### src/rtl/core/mcpf_pkg.sv
// Shared types, constants and the microprogram for the motor command packet framer.
// Holds the control word layout, the CRC-16/XMODEM byte update and the control store.
// No dependencies.
package mcpf_pkg;

  localparam int PC_W = 6;
  typedef logic [PC_W-1:0] pc_t;

  typedef enum logic [1:0] {
    OP_DRIVE,
    OP_PID,
    OP_RESET_ENC,
    OP_ESTOP
  } op_t;

  typedef enum logic [0:0] {
    CFG_DEVICE_ADDRESS,
    CFG_COUNTS_PER_METER
  } cfg_idx_t;

  // Byte source for the output register; SRC_NONE marks a step that emits nothing.
  typedef enum logic [2:0] {
    SRC_NONE,
    SRC_ADDR,
    SRC_CMD,
    SRC_WORD,
    SRC_CRC_HI,
    SRC_CRC_LO
  } src_t;

  typedef enum logic [1:0] {
    CSEL_VEL_FIRST,
    CSEL_VEL_SECOND,
    CSEL_PID,
    CSEL_RESET_ENC
  } cmd_sel_t;

  typedef enum logic [2:0] {
    WSEL_CNT_A,
    WSEL_CNT_B,
    WSEL_GAIN_D,
    WSEL_GAIN_P,
    WSEL_GAIN_I,
    WSEL_MAX
  } word_sel_t;

  typedef enum logic [2:0] {
    ALU_NONE,
    ALU_MUL_L,
    ALU_MUL_R,
    ALU_SAT_A,
    ALU_SAT_B,
    ALU_ZERO
  } alu_t;

  typedef enum logic [1:0] {
    JMP_NEXT,
    JMP_GOTO,
    JMP_DISPATCH,
    JMP_END
  } jmp_t;

  typedef struct packed {
    src_t      src;
    cmd_sel_t  cmd;
    word_sel_t word;
    logic [1:0] byte_idx;
    logic      crc_clr;
    logic      pkt_end;
    logic      item_end;
    alu_t      alu;
    jmp_t      jmp;
    pc_t       target;
  } ctrl_t;

  // Sequencer to datapath.
  typedef struct packed {
    ctrl_t cw;
    logic  go;
    logic  busy;
  } dp_ctrl_t;

  // Datapath to sequencer.
  typedef struct packed {
    logic in_fire;
    op_t  opcode;
    logic stop_active;
    logic stop_level;
    logic out_free;
  } dp_stat_t;

  localparam logic [7:0]  CMD_VEL_FIRST  = 8'd35;
  localparam logic [7:0]  CMD_VEL_SECOND = 8'd36;
  localparam logic [7:0]  CMD_PID_FIRST  = 8'd28;
  localparam logic [7:0]  CMD_PID_SECOND = 8'd29;
  localparam logic [7:0]  CMD_RESET_ENC  = 8'd20;
  localparam logic [15:0] CRC_POLY       = 16'h1021;

  localparam logic [7:0]  ADDR_RESET = 8'd128;
  localparam logic [31:0] CPM_RESET  = 32'd22181415;

  localparam logic [63:0] ROUND_HALF = 64'h0000_0000_0080_0000;
  localparam logic [39:0] POS_LIMIT  = 40'h00_7FFF_FFFF;
  localparam logic [39:0] NEG_LIMIT  = 40'h00_8000_0000;
  localparam logic [31:0] INT32_MAX  = 32'h7FFF_FFFF;
  localparam logic [31:0] INT32_MIN  = 32'h8000_0000;

  // Entry points of the microprogram.
  localparam pc_t PC_DISPATCH  = 6'd0;
  localparam pc_t PC_DRIVE     = 6'd1;
  localparam pc_t PC_VEL       = 6'd5;
  localparam pc_t PC_ESTOP     = 6'd21;
  localparam pc_t PC_PID       = 6'd22;
  localparam pc_t PC_RESET_ENC = 6'd42;

  function automatic logic [15:0] crc_byte(logic [15:0] crc, logic [7:0] b);
    logic [15:0] c;
    c = crc ^ {b, 8'h00};
    for (int i = 0; i < 8; i++) begin
      c = c[15] ? ((c << 1) ^ CRC_POLY) : (c << 1);
    end
    return c;
  endfunction

  function automatic ctrl_t cw_idle();
    ctrl_t c;
    c.src      = SRC_NONE;
    c.cmd      = CSEL_VEL_FIRST;
    c.word     = WSEL_CNT_A;
    c.byte_idx = 2'd0;
    c.crc_clr  = 1'b0;
    c.pkt_end  = 1'b0;
    c.item_end = 1'b0;
    c.alu      = ALU_NONE;
    c.jmp      = JMP_NEXT;
    c.target   = PC_DISPATCH;
    return c;
  endfunction

  function automatic ctrl_t cw_alu(alu_t a);
    ctrl_t c;
    c = cw_idle();
    c.alu = a;
    return c;
  endfunction

  function automatic ctrl_t cw_byte(src_t s, cmd_sel_t cs, word_sel_t w, logic [1:0] i);
    ctrl_t c;
    c = cw_idle();
    c.src      = s;
    c.cmd      = cs;
    c.word     = w;
    c.byte_idx = i;
    c.crc_clr  = (s == SRC_ADDR);
    return c;
  endfunction

  function automatic ctrl_t cw_crc_lo(logic last);
    ctrl_t c;
    c = cw_byte(SRC_CRC_LO, CSEL_VEL_FIRST, WSEL_CNT_A, 2'd0);
    c.pkt_end  = 1'b1;
    c.item_end = last;
    c.jmp      = last ? JMP_END : JMP_NEXT;
    return c;
  endfunction

  // Control store. Byte index 0 is the most significant byte of a word.
  function automatic ctrl_t mcpf_rom(pc_t pc);
    ctrl_t c;
    case (pc)
      6'd0: begin
        c = cw_idle();
        c.jmp = JMP_DISPATCH;
      end
      // Drive: convert both speeds, then fall into the velocity packets.
      6'd1: c = cw_alu(ALU_MUL_L);
      6'd2: c = cw_alu(ALU_SAT_A);
      6'd3: c = cw_alu(ALU_MUL_R);
      6'd4: c = cw_alu(ALU_SAT_B);
      6'd5: c = cw_byte(SRC_ADDR, CSEL_VEL_FIRST, WSEL_CNT_A, 2'd0);
      6'd6: c = cw_byte(SRC_CMD, CSEL_VEL_FIRST, WSEL_CNT_A, 2'd0);
      6'd7, 6'd8, 6'd9, 6'd10:
        c = cw_byte(SRC_WORD, CSEL_VEL_FIRST, WSEL_CNT_A, 2'(pc - 6'd7));
      6'd11: c = cw_byte(SRC_CRC_HI, CSEL_VEL_FIRST, WSEL_CNT_A, 2'd0);
      6'd12: c = cw_crc_lo(1'b0);
      6'd13: c = cw_byte(SRC_ADDR, CSEL_VEL_SECOND, WSEL_CNT_B, 2'd0);
      6'd14: c = cw_byte(SRC_CMD, CSEL_VEL_SECOND, WSEL_CNT_B, 2'd0);
      6'd15, 6'd16, 6'd17, 6'd18:
        c = cw_byte(SRC_WORD, CSEL_VEL_SECOND, WSEL_CNT_B, 2'(pc - 6'd15));
      6'd19: c = cw_byte(SRC_CRC_HI, CSEL_VEL_SECOND, WSEL_CNT_B, 2'd0);
      6'd20: c = cw_crc_lo(1'b1);
      // Emergency stop: zero both counts and reuse the velocity packets.
      6'd21: begin
        c = cw_alu(ALU_ZERO);
        c.jmp    = JMP_GOTO;
        c.target = PC_VEL;
      end
      6'd22: c = cw_byte(SRC_ADDR, CSEL_PID, WSEL_GAIN_D, 2'd0);
      6'd23: c = cw_byte(SRC_CMD, CSEL_PID, WSEL_GAIN_D, 2'd0);
      6'd24, 6'd25, 6'd26, 6'd27:
        c = cw_byte(SRC_WORD, CSEL_PID, WSEL_GAIN_D, 2'(pc - 6'd24));
      6'd28, 6'd29, 6'd30, 6'd31:
        c = cw_byte(SRC_WORD, CSEL_PID, WSEL_GAIN_P, 2'(pc - 6'd28));
      6'd32, 6'd33, 6'd34, 6'd35:
        c = cw_byte(SRC_WORD, CSEL_PID, WSEL_GAIN_I, 2'(pc - 6'd32));
      6'd36, 6'd37, 6'd38, 6'd39:
        c = cw_byte(SRC_WORD, CSEL_PID, WSEL_MAX, 2'(pc - 6'd36));
      6'd40: c = cw_byte(SRC_CRC_HI, CSEL_PID, WSEL_GAIN_D, 2'd0);
      6'd41: c = cw_crc_lo(1'b1);
      6'd42: c = cw_byte(SRC_ADDR, CSEL_RESET_ENC, WSEL_CNT_A, 2'd0);
      6'd43: c = cw_byte(SRC_CMD, CSEL_RESET_ENC, WSEL_CNT_A, 2'd0);
      6'd44: c = cw_byte(SRC_CRC_HI, CSEL_RESET_ENC, WSEL_CNT_A, 2'd0);
      6'd45: c = cw_crc_lo(1'b1);
      default: begin
        c = cw_idle();
        c.jmp = JMP_END;
      end
    endcase
    return c;
  endfunction

endpackage

### src/rtl/core/mcpf_if.sv
// Valid/ready channel interfaces for the motor command packet framer.
// mcpf_in_if carries one command item per beat, mcpf_out_if one packet byte per beat.
// No dependencies.
interface mcpf_in_if;
  logic               valid;
  logic               ready;
  logic [1:0]         opcode;
  logic               motor_select;
  logic signed [31:0] speed_left;
  logic signed [31:0] speed_right;
  logic [31:0]        gain_p_bits;
  logic [31:0]        gain_i_bits;
  logic [31:0]        gain_d_bits;
  logic [30:0]        max_speed;
  logic               stop_level;

  modport source (
    output valid, opcode, motor_select, speed_left, speed_right,
           gain_p_bits, gain_i_bits, gain_d_bits, max_speed, stop_level,
    input  ready
  );
  modport sink (
    input  valid, opcode, motor_select, speed_left, speed_right,
           gain_p_bits, gain_i_bits, gain_d_bits, max_speed, stop_level,
    output ready
  );
endinterface

interface mcpf_out_if;
  logic       valid;
  logic       ready;
  logic [7:0] tx_byte;
  logic       packet_end;
  logic       item_end;

  modport source (output valid, tx_byte, packet_end, item_end, input ready);
  modport sink   (input valid, tx_byte, packet_end, item_end, output ready);
endinterface

### src/rtl/core/mcpf_seq.sv
// Microcode sequencer: step counter, control store lookup and jump logic.
// Depends on mcpf_pkg for the control word and the microprogram.
module mcpf_seq
  import mcpf_pkg::*;
(
  input  logic     clk,
  input  logic     rst_n,
  input  dp_stat_t stat,
  output dp_ctrl_t ctl
);

  logic  busy_r, busy_nxt;
  pc_t   pc_r, pc_nxt;
  ctrl_t cw;
  logic  go;

  assign cw = mcpf_rom(pc_r);
  // A byte step waits until the output register can take its byte.
  assign go = busy_r && ((cw.src == SRC_NONE) || stat.out_free);

  assign ctl.cw   = cw;
  assign ctl.go   = go;
  assign ctl.busy = busy_r;

  always_comb begin
    busy_nxt = busy_r;
    pc_nxt   = pc_r;
    if (!busy_r) begin
      if (stat.in_fire) begin
        busy_nxt = 1'b1;
        pc_nxt   = PC_DISPATCH;
      end
    end else if (go) begin
      case (cw.jmp)
        JMP_NEXT: pc_nxt = pc_r + 6'd1;
        JMP_GOTO: pc_nxt = cw.target;
        JMP_DISPATCH: begin
          case (stat.opcode)
            OP_DRIVE: begin
              if (stat.stop_active) begin
                busy_nxt = 1'b0;
              end else begin
                pc_nxt = PC_DRIVE;
              end
            end
            OP_PID:       pc_nxt = PC_PID;
            OP_RESET_ENC: pc_nxt = PC_RESET_ENC;
            OP_ESTOP: begin
              if (stat.stop_level) begin
                pc_nxt = PC_ESTOP;
              end else begin
                busy_nxt = 1'b0;
              end
            end
            default: busy_nxt = 1'b0;
          endcase
        end
        JMP_END: busy_nxt = 1'b0;
        default: busy_nxt = 1'b0;
      endcase
    end
  end

  always_ff @(posedge clk) begin
    if (!rst_n) begin
      busy_r <= 1'b0;
      pc_r   <= PC_DISPATCH;
    end else begin
      busy_r <= busy_nxt;
      pc_r   <= pc_nxt;
    end
  end

endmodule

### src/rtl/core/mcpf_dp.sv
// Datapath: item and configuration registers, speed conversion, byte select, CRC
// and the output register. Driven by the control word from mcpf_seq.
// Depends on mcpf_pkg and the channel interfaces in mcpf_if.sv.
module mcpf_dp
  import mcpf_pkg::*;
(
  input  logic            clk,
  input  logic            rst_n,
  mcpf_in_if.sink         in_ch,
  mcpf_out_if.source      out_ch,
  input  logic            cfg_we,
  input  logic [0:0]      cfg_index,
  input  logic [31:0]     cfg_data,
  input  dp_ctrl_t        ctl,
  output dp_stat_t        stat
);

  logic        in_fire;
  op_t         op_r;
  logic        msel_r;
  logic [31:0] spd_l_r, spd_rt_r;
  logic [31:0] gain_p_r, gain_i_r, gain_d_r;
  logic [30:0] max_r;
  logic        lvl_r;

  logic [7:0]  addr_r;
  logic [31:0] cpm_r;
  logic        stop_r;
  logic [15:0] crc_r;

  logic [31:0] mul_src, mul_mag;
  logic        mul_neg;
  logic [63:0] prod_r;
  logic        neg_r;
  logic [63:0] rnd;
  logic [39:0] rnd_int;
  logic [31:0] sat_val;
  logic [31:0] cnt_a_r, cnt_b_r;

  logic [31:0] word_val;
  logic [7:0]  word_byte, cmd_byte, tx;
  logic [15:0] crc_base, crc_new;
  logic        emit, feed;

  logic        out_valid_r;
  logic [7:0]  out_byte_r;
  logic        out_pend_r, out_iend_r;
  logic        out_free;

  assign in_ch.ready = !ctl.busy;
  assign in_fire     = in_ch.valid && !ctl.busy;
  assign out_free    = !out_valid_r || out_ch.ready;

  assign stat.in_fire     = in_fire;
  assign stat.opcode      = op_r;
  assign stat.stop_active = stop_r;
  assign stat.stop_level  = lvl_r;
  assign stat.out_free    = out_free;

  always_ff @(posedge clk) begin
    if (in_fire) begin
      op_r     <= op_t'(in_ch.opcode);
      msel_r   <= in_ch.motor_select;
      spd_l_r  <= in_ch.speed_left;
      spd_rt_r <= in_ch.speed_right;
      gain_p_r <= in_ch.gain_p_bits;
      gain_i_r <= in_ch.gain_i_bits;
      gain_d_r <= in_ch.gain_d_bits;
      max_r    <= in_ch.max_speed;
      lvl_r    <= in_ch.stop_level;
    end
  end

  always_ff @(posedge clk) begin
    if (!rst_n) begin
      addr_r <= ADDR_RESET;
      cpm_r  <= CPM_RESET;
    end else if (cfg_we) begin
      case (cfg_index)
        CFG_DEVICE_ADDRESS:   addr_r <= cfg_data[7:0];
        CFG_COUNTS_PER_METER: cpm_r  <= cfg_data;
        default: ;
      endcase
    end
  end

  // Sign-magnitude multiply; the most negative speed keeps magnitude 2^31.
  always_comb begin
    mul_src = (ctl.cw.alu == ALU_MUL_R) ? spd_rt_r : spd_l_r;
    mul_neg = mul_src[31];
    mul_mag = mul_neg ? (~mul_src + 32'd1) : mul_src;
  end

  always_ff @(posedge clk) begin
    if (ctl.go && (ctl.cw.alu == ALU_MUL_L || ctl.cw.alu == ALU_MUL_R)) begin
      prod_r <= mul_mag * cpm_r;
      neg_r  <= mul_neg;
    end
  end

  // Round half away from zero on the magnitude, then clamp to the int32 range.
  always_comb begin
    rnd     = prod_r + ROUND_HALF;
    rnd_int = rnd[63:24];
    if (neg_r) begin
      sat_val = (rnd_int >= NEG_LIMIT) ? INT32_MIN : (~rnd_int[31:0] + 32'd1);
    end else begin
      sat_val = (rnd_int > POS_LIMIT) ? INT32_MAX : rnd_int[31:0];
    end
  end

  always_ff @(posedge clk) begin
    if (ctl.go) begin
      case (ctl.cw.alu)
        ALU_SAT_A: cnt_a_r <= sat_val;
        ALU_SAT_B: cnt_b_r <= sat_val;
        ALU_ZERO: begin
          cnt_a_r <= '0;
          cnt_b_r <= '0;
        end
        default: ;
      endcase
    end
  end

  always_comb begin
    case (ctl.cw.word)
      WSEL_CNT_A:  word_val = cnt_a_r;
      WSEL_CNT_B:  word_val = cnt_b_r;
      WSEL_GAIN_D: word_val = gain_d_r;
      WSEL_GAIN_P: word_val = gain_p_r;
      WSEL_GAIN_I: word_val = gain_i_r;
      WSEL_MAX:    word_val = {1'b0, max_r};
      default:     word_val = '0;
    endcase

    case (ctl.cw.byte_idx)
      2'd0:    word_byte = word_val[31:24];
      2'd1:    word_byte = word_val[23:16];
      2'd2:    word_byte = word_val[15:8];
      default: word_byte = word_val[7:0];
    endcase

    case (ctl.cw.cmd)
      CSEL_VEL_FIRST:  cmd_byte = CMD_VEL_FIRST;
      CSEL_VEL_SECOND: cmd_byte = CMD_VEL_SECOND;
      CSEL_PID:        cmd_byte = msel_r ? CMD_PID_SECOND : CMD_PID_FIRST;
      CSEL_RESET_ENC:  cmd_byte = CMD_RESET_ENC;
      default:         cmd_byte = CMD_RESET_ENC;
    endcase

    case (ctl.cw.src)
      SRC_ADDR:   tx = addr_r;
      SRC_CMD:    tx = cmd_byte;
      SRC_WORD:   tx = word_byte;
      SRC_CRC_HI: tx = crc_r[15:8];
      SRC_CRC_LO: tx = crc_r[7:0];
      default:    tx = 8'h00;
    endcase

    emit     = (ctl.cw.src != SRC_NONE);
    feed     = (ctl.cw.src == SRC_ADDR) || (ctl.cw.src == SRC_CMD) ||
               (ctl.cw.src == SRC_WORD);
    crc_base = ctl.cw.crc_clr ? 16'h0000 : crc_r;
    crc_new  = crc_byte(crc_base, tx);
  end

  always_ff @(posedge clk) begin
    if (!rst_n) begin
      crc_r  <= '0;
      stop_r <= 1'b0;
    end else if (ctl.go) begin
      if (feed) begin
        crc_r <= crc_new;
      end
      if (ctl.cw.jmp == JMP_DISPATCH && op_r == OP_ESTOP) begin
        stop_r <= lvl_r;
      end
    end
  end

  always_ff @(posedge clk) begin
    if (!rst_n) begin
      out_valid_r <= 1'b0;
    end else if (ctl.go && emit) begin
      out_valid_r <= 1'b1;
    end else if (out_ch.ready) begin
      out_valid_r <= 1'b0;
    end
  end

  always_ff @(posedge clk) begin
    if (ctl.go && emit) begin
      out_byte_r <= tx;
      out_pend_r <= ctl.cw.pkt_end;
      out_iend_r <= ctl.cw.item_end;
    end
  end

  assign out_ch.valid      = out_valid_r;
  assign out_ch.tx_byte    = out_byte_r;
  assign out_ch.packet_end = out_pend_r;
  assign out_ch.item_end   = out_iend_r;

endmodule

### src/rtl/core/motor_command_packet_framer.sv
// Motor command packet framer. Each accepted command becomes zero to twenty serial
// bytes, framed as address, command, payload and a CRC-16/XMODEM sent high byte
// first. A small microprogram walks one step per clock; each byte step loads the
// output register, so one byte leaves per cycle while the consumer keeps up. After
// the accepting edge an item takes 21 steps for drive and for set pid, 18 for an
// active emergency stop, 5 for reset encoders and 1 for an item with no bytes
// (drive while stopped, stop release); a byte step also waits while the output
// register holds a byte that has not been taken. The next item is accepted in the
// cycle after the last step. Drive speeds go through one 32x32 multiplier, one
// speed after the other. A configuration write can also change an item in progress.
// Depends on mcpf_pkg, mcpf_if.sv, mcpf_seq and mcpf_dp.
module motor_command_packet_framer
  import mcpf_pkg::*;
(
  input  logic        clk,
  input  logic        rst_n,
  mcpf_in_if.sink     in_chan,
  mcpf_out_if.source  out_chan,
  input  logic        cfg_we,
  input  logic [0:0]  cfg_index,
  input  logic [31:0] cfg_data
);

  dp_ctrl_t ctl;
  dp_stat_t stat;

  mcpf_seq u_seq (
    .clk   (clk),
    .rst_n (rst_n),
    .stat  (stat),
    .ctl   (ctl)
  );

  mcpf_dp u_dp (
    .clk       (clk),
    .rst_n     (rst_n),
    .in_ch     (in_chan),
    .out_ch    (out_chan),
    .cfg_we    (cfg_we),
    .cfg_index (cfg_index),
    .cfg_data  (cfg_data),
    .ctl       (ctl),
    .stat      (stat)
  );

endmodule

### src/flat_wrapper.sv
// flat-port wrapper written by rule: the top's interface ports become plain ports
module motor_command_packet_framer_flat import mcpf_pkg::*;
  (clk, rst_n, cfg_we, cfg_index, cfg_data, in_chan_valid, in_chan_opcode, in_chan_motor_select, in_chan_speed_left, in_chan_speed_right, in_chan_gain_p_bits, in_chan_gain_i_bits, in_chan_gain_d_bits, in_chan_max_speed, in_chan_stop_level, in_chan_ready, out_chan_valid, out_chan_tx_byte, out_chan_packet_end, out_chan_item_end, out_chan_ready);
  mcpf_in_if in_chan_i ();
  mcpf_out_if out_chan_i ();
  input  logic clk;
  input  logic rst_n;
  input  logic cfg_we;
  input  logic [0:0] cfg_index;
  input  logic [31:0] cfg_data;
  input wire logic [$bits(in_chan_i.valid)-1:0] in_chan_valid;
  input wire logic [$bits(in_chan_i.opcode)-1:0] in_chan_opcode;
  input wire logic [$bits(in_chan_i.motor_select)-1:0] in_chan_motor_select;
  input wire logic [$bits(in_chan_i.speed_left)-1:0] in_chan_speed_left;
  input wire logic [$bits(in_chan_i.speed_right)-1:0] in_chan_speed_right;
  input wire logic [$bits(in_chan_i.gain_p_bits)-1:0] in_chan_gain_p_bits;
  input wire logic [$bits(in_chan_i.gain_i_bits)-1:0] in_chan_gain_i_bits;
  input wire logic [$bits(in_chan_i.gain_d_bits)-1:0] in_chan_gain_d_bits;
  input wire logic [$bits(in_chan_i.max_speed)-1:0] in_chan_max_speed;
  input wire logic [$bits(in_chan_i.stop_level)-1:0] in_chan_stop_level;
  output wire logic [$bits(in_chan_i.ready)-1:0] in_chan_ready;
  output wire logic [$bits(out_chan_i.valid)-1:0] out_chan_valid;
  output wire logic [$bits(out_chan_i.tx_byte)-1:0] out_chan_tx_byte;
  output wire logic [$bits(out_chan_i.packet_end)-1:0] out_chan_packet_end;
  output wire logic [$bits(out_chan_i.item_end)-1:0] out_chan_item_end;
  input wire logic [$bits(out_chan_i.ready)-1:0] out_chan_ready;
  assign in_chan_i.valid = in_chan_valid;
  assign in_chan_i.opcode = in_chan_opcode;
  assign in_chan_i.motor_select = in_chan_motor_select;
  assign in_chan_i.speed_left = in_chan_speed_left;
  assign in_chan_i.speed_right = in_chan_speed_right;
  assign in_chan_i.gain_p_bits = in_chan_gain_p_bits;
  assign in_chan_i.gain_i_bits = in_chan_gain_i_bits;
  assign in_chan_i.gain_d_bits = in_chan_gain_d_bits;
  assign in_chan_i.max_speed = in_chan_max_speed;
  assign in_chan_i.stop_level = in_chan_stop_level;
  assign in_chan_ready = in_chan_i.ready;
  assign out_chan_valid = out_chan_i.valid;
  assign out_chan_tx_byte = out_chan_i.tx_byte;
  assign out_chan_packet_end = out_chan_i.packet_end;
  assign out_chan_item_end = out_chan_i.item_end;
  assign out_chan_i.ready = out_chan_ready;
  motor_command_packet_framer u_core (.clk(clk), .rst_n(rst_n), .in_chan(in_chan_i), .out_chan(out_chan_i), .cfg_we(cfg_we), .cfg_index(cfg_index), .cfg_data(cfg_data));
endmodule
### config.mk
export PLATFORM = sky130hd
export DESIGN_NAME = motor_command_packet_framer_flat
export DESIGN_NICKNAME = d
export VERILOG_FILES = /design/src/rtl/core/mcpf_pkg.sv /design/src/rtl/core/mcpf_if.sv /design/src/rtl/core/mcpf_seq.sv /design/src/rtl/core/mcpf_dp.sv /design/src/rtl/core/motor_command_packet_framer.sv /design/src/flat_wrapper.sv
export SDC_FILE = /design/constraint.sdc
export NUM_CORES = 2
export LEC_CHECK = 0
export ABC_AREA = 1
export BUFFER_PORTS_ARGS = -buffer_cell sky130_fd_sc_hd__buf_2
export CAP_MARGIN = 20
export CORE_MARGIN = 2
export CORE_UTILIZATION = 35
export DETAILED_ROUTE_END_ITERATION = 7
export GPL_TIMING_DRIVEN = 0
export PLACE_DENSITY = 0.52
export SLEW_MARGIN = 20
export SYNTH_ARGS = -nofsm -noshare
export SYNTH_HDL_FRONTEND = slang
export SYNTH_SLANG_ARGS = --single-unit
### constraint.sdc
create_clock -name clk -period 10.5 [get_ports clk]
set_clock_uncertainty 0.05 [all_clocks]
set_input_delay 2.1 -clock clk [delete_from_list [all_inputs] [get_ports clk]]
set_output_delay 2.1 -clock clk [all_outputs]
set_load 0.01 [all_outputs]
==> summary.md <==
| Metric | Value |
|---|---|
| Yosys warns | `0` |
| Async set or reset register ratio after synthesis | `0` |
| Synth Flop Type | `edfxtp_1` |
| Chip Width | `386 um` |
| 1st-iter DRT viols | `3780` |
| Largest net degree at the start of global routing | `29` |
| PortBufs | `243` |
| Setup CP Type | `reg -> reg` |
| Worst path bufs/invs | `8` |
| Fin area | `0.0576 mm2` |
| Routed len/inst | `24.0 um` |
| Least-Margin Pin Slew | `1.28 ns` |
| Hold_buf cts | `0` |
| Post-Route WL | `199000 um` |
| CTS Buf Count | `44` |
| Max-cap viol count | `0` |
| Nets | `7729` |
| Longest Clk Path Bufs | `3` |
| Initial antenna violation count | `12` |
| Reg-to-reg critical path startpoint | `u_core.u_seq.pc_r[2]` |
| Clock slew at reported path FFs | `0.07 ns` |
| Tightest Hold Check Type | `reg -> reg` |
| Most frequent CP cell | `fa_1` |
| Crit path required time | `10.81 ns` |
| Tmin final | `10.22 ns` |
| Clk root buf | `clkbuf_16` |
| GRT Total Usage | `0.265` |
| Status | `finished, final reports clean` |
| DP Worst Slack | `-1.78 ns` |
| Clock Latency Late Sink | `0.64 ns` |
| Post-route ant nets | `0` |
| Number of synthesized flops with an enable pin | `311` |
| Mapped Avg Cell Area | `8.53 um2` |
| Area growth syn-to-layout | `12.6%` |
| First-pass GRT wire length | `291000 um` |
| Fin worst setup slack | `0.277 ns` |
| Vias | `42400` |
| Worst setup path startpoint | `u_core.u_seq.pc_r[2]` |
| Core area | `0.145 mm2` |
| CP Capture Type | `flip-flop` |
| Finished Layout Cells | `8279` |
| Vias per cell | `5.12` |
| Share of layout cells above drive strength 1 | `0.105` |
| Synthesized flop and latch total | `376` |
| Final Hold Fails | `0` |
| Cell Area, Synth | `0.0512 mm2` |
| Area post-placement | `0.0551 mm2` |
| Syn Nets | `7404` |
| TritonRoute pass-1 iters | `5` |
| Max_slew headroom | `0.147` |
| Slowest-stage cell, CP | `fa_2` |
| Achievable Freq | `97.8 MHz` |
| Die H | `386 um` |
| Setup violators final | `0` |
| Placed Cells | `8173` |
| Die area | `0.149 mm2` |
| Sink Count | `376` |
| H-tree depth | `2` |
| Initial core utilization | `0.352` |
| Final period utilization | `0.974` |
| Netlist cell types | `65` |
| Worst setup SP type | `flip-flop` |
| Io pins | `245` |
| Critical Path AT | `10.53 ns` |
| Filler instances | `15000` |
| Routability Congestion | `1.03` |
| CTS tree | `built` |
| Number of global-route vias before repair | `43100` |
| # DRC | `0` |
| Setup TNS | `0 ns` |
| GRT overflow | `0` |
| FP Rows | `140` |
| Worst hold path startpoint | `u_core.u_dp.crc_r[4]` |
| Critical Path Fanout Max | `10` |
| Slew Limit Fails | `0` |
| Cell family with most CP delay | `adder cells` |
| CP max stage delay | `0.66 ns` |
| Cells after Synth | `6000` |
| Sequential area share after synthesis | `0.208` |
| DPL Wire Length | `165000 um` |
[logic make-up (layout without fill, tap and decap cells)]
group	Yosys count	after routing	share of synthesized area
buffers and inverters	1443	1801	0.109
AO/OA/AOI/OAI	462	462	0.0514
flip-flops	376	376	0.208
adder cells (fa/ha/maj)	1171	1171	0.418
other	0	3	0
XOR/XNOR	98	98	0.0168
multiplexers	11	11	0.00262
AND/OR/NAND/NOR	2439	2440	0.195
[path summary, 6_finish.rpt]
kind / slack [ns] / end / cells after the start
setup / recovery: 0.28 / u_core.u_dp.prod_r[60] / 35
hold / removal: 0.42 / u_core.u_dp.crc_r[4] / 2
setup reg to reg: 0.28 / u_core.u_dp.prod_r[60] / 35
hold reg to reg: 0.42 / u_core.u_dp.crc_r[4] / 2
[worst register-to-register path: cells and delay by family (launching register included)]
kind            cells  cell delay [ns]
compound gates      8             1.60
xor+xnor            1             0.19
fa+ha+maj           9             4.55
buf+inv             8             1.68
flops               1             0.36
simple gates        9             1.51
[layout by cell type (no fill, tap or decap), types with 45 or more instances in the layout]
cell,instances
nand4_1,59
clkbuf_1,139
ha_1,261
clkbuf_16,45
dfxtp_1,63
fa_1,881
nand3_1,180
edfxtp_1,311
nor2_1,902
nand2_1,1107
inv_1,1156
o21ai_0,148
buf_2,258
a21oi_1,166
xor2_1,74
[Yosys cell counts (all sizes together), types with 5 or more instances]
master,count,area share
a31oi,14,0.0017
edfxtp,311,0.18
nand3,188,0.019
nor2,933,0.070
xnor2,21,0.0036
ha,276,0.067
clkinv,23,0.0017
dfxtp,65,0.025
mux2i,11,0.0026
o21bai,7,0.0011
nand2,1159,0.087
o22ai,5,0.00061
nor3,41,0.0042
nand3b,11,0.0016
a211oi,8,0.0012
o21ai,177,0.018
inv,1191,0.088
o211ai,22,0.0032
a21oi,180,0.018
nor4,13,0.0018
o21a,14,0.0021
a22oi,5,0.00073
clkbuf,167,0.012
a21boi,9,0.0013
fa,895,0.35
xor2,77,0.013
or2,24,0.0029
a22o,6,0.0010
nand4,60,0.0075
buf,62,0.0073
[timing repair]
| item | in CTS | in global routing |
|---|---|---|
| pin swaps | 5 | 13 |
| resized for setup | 143 | 130 |
| buffers inserted | 15 | 13 |
| cloned | 0 | 1 |
| endpoints found under the setup margin | 41 | 33 |
[routing by layer]
metal / GRT usage / up-vias / share of wire
li1: - / 18900 / -
met1: 0.356 / 21400 / 0.42
met2: 0.416 / 1758 / 0.44
met3: 0.0510 / 399 / 0.081
met4: 0.119 / 8 / 0.055
met5: 0 / - / 0.00027
[registers in the layout (all words and copies together), names as in the netlist, 32 cells and up]
register	flops
u_core.u_dp.prod_r	41
u_core.u_dp.gain_p_r	32
u_core.u_dp.cpm_r	32
u_core.u_dp.spd_l_r	32
u_core.u_dp.cnt_a_r	32
u_core.u_dp.gain_i_r	32
u_core.u_dp.gain_d_r	32
u_core.u_dp.spd_rt_r	32
u_core.u_dp.cnt_b_r	32
[through the flow]
stage	utilization	hold WS [ns]
after detailed placement	0.379	0.410
after global placement	0.377	0.407
after floorplan	-	0.380
after global routing	0.396	0.442
final	0.396	0.418
after CTS	0.393	0.421
[final cells by class]
type,instances,area (um2),share of cell area
Multi-Input combinational cell,4182,35600,0.618
Timing Repair Buffer,284,1740,0.0302
Sequential cell,376,10600,0.185
Inverter,1214,4610,0.0800
Clock buffer,48,1120,0.0194
Tap cell,1917,2400,0.0416
Clock inverter,32,300,0.00521
Antenna cell,3,7.51,0.000130
Buffer,223,1220,0.0212
Power is left out: the tool's default activity adds up to more than one toggle a clock period on the data nets, which glitch-free logic cannot reach.
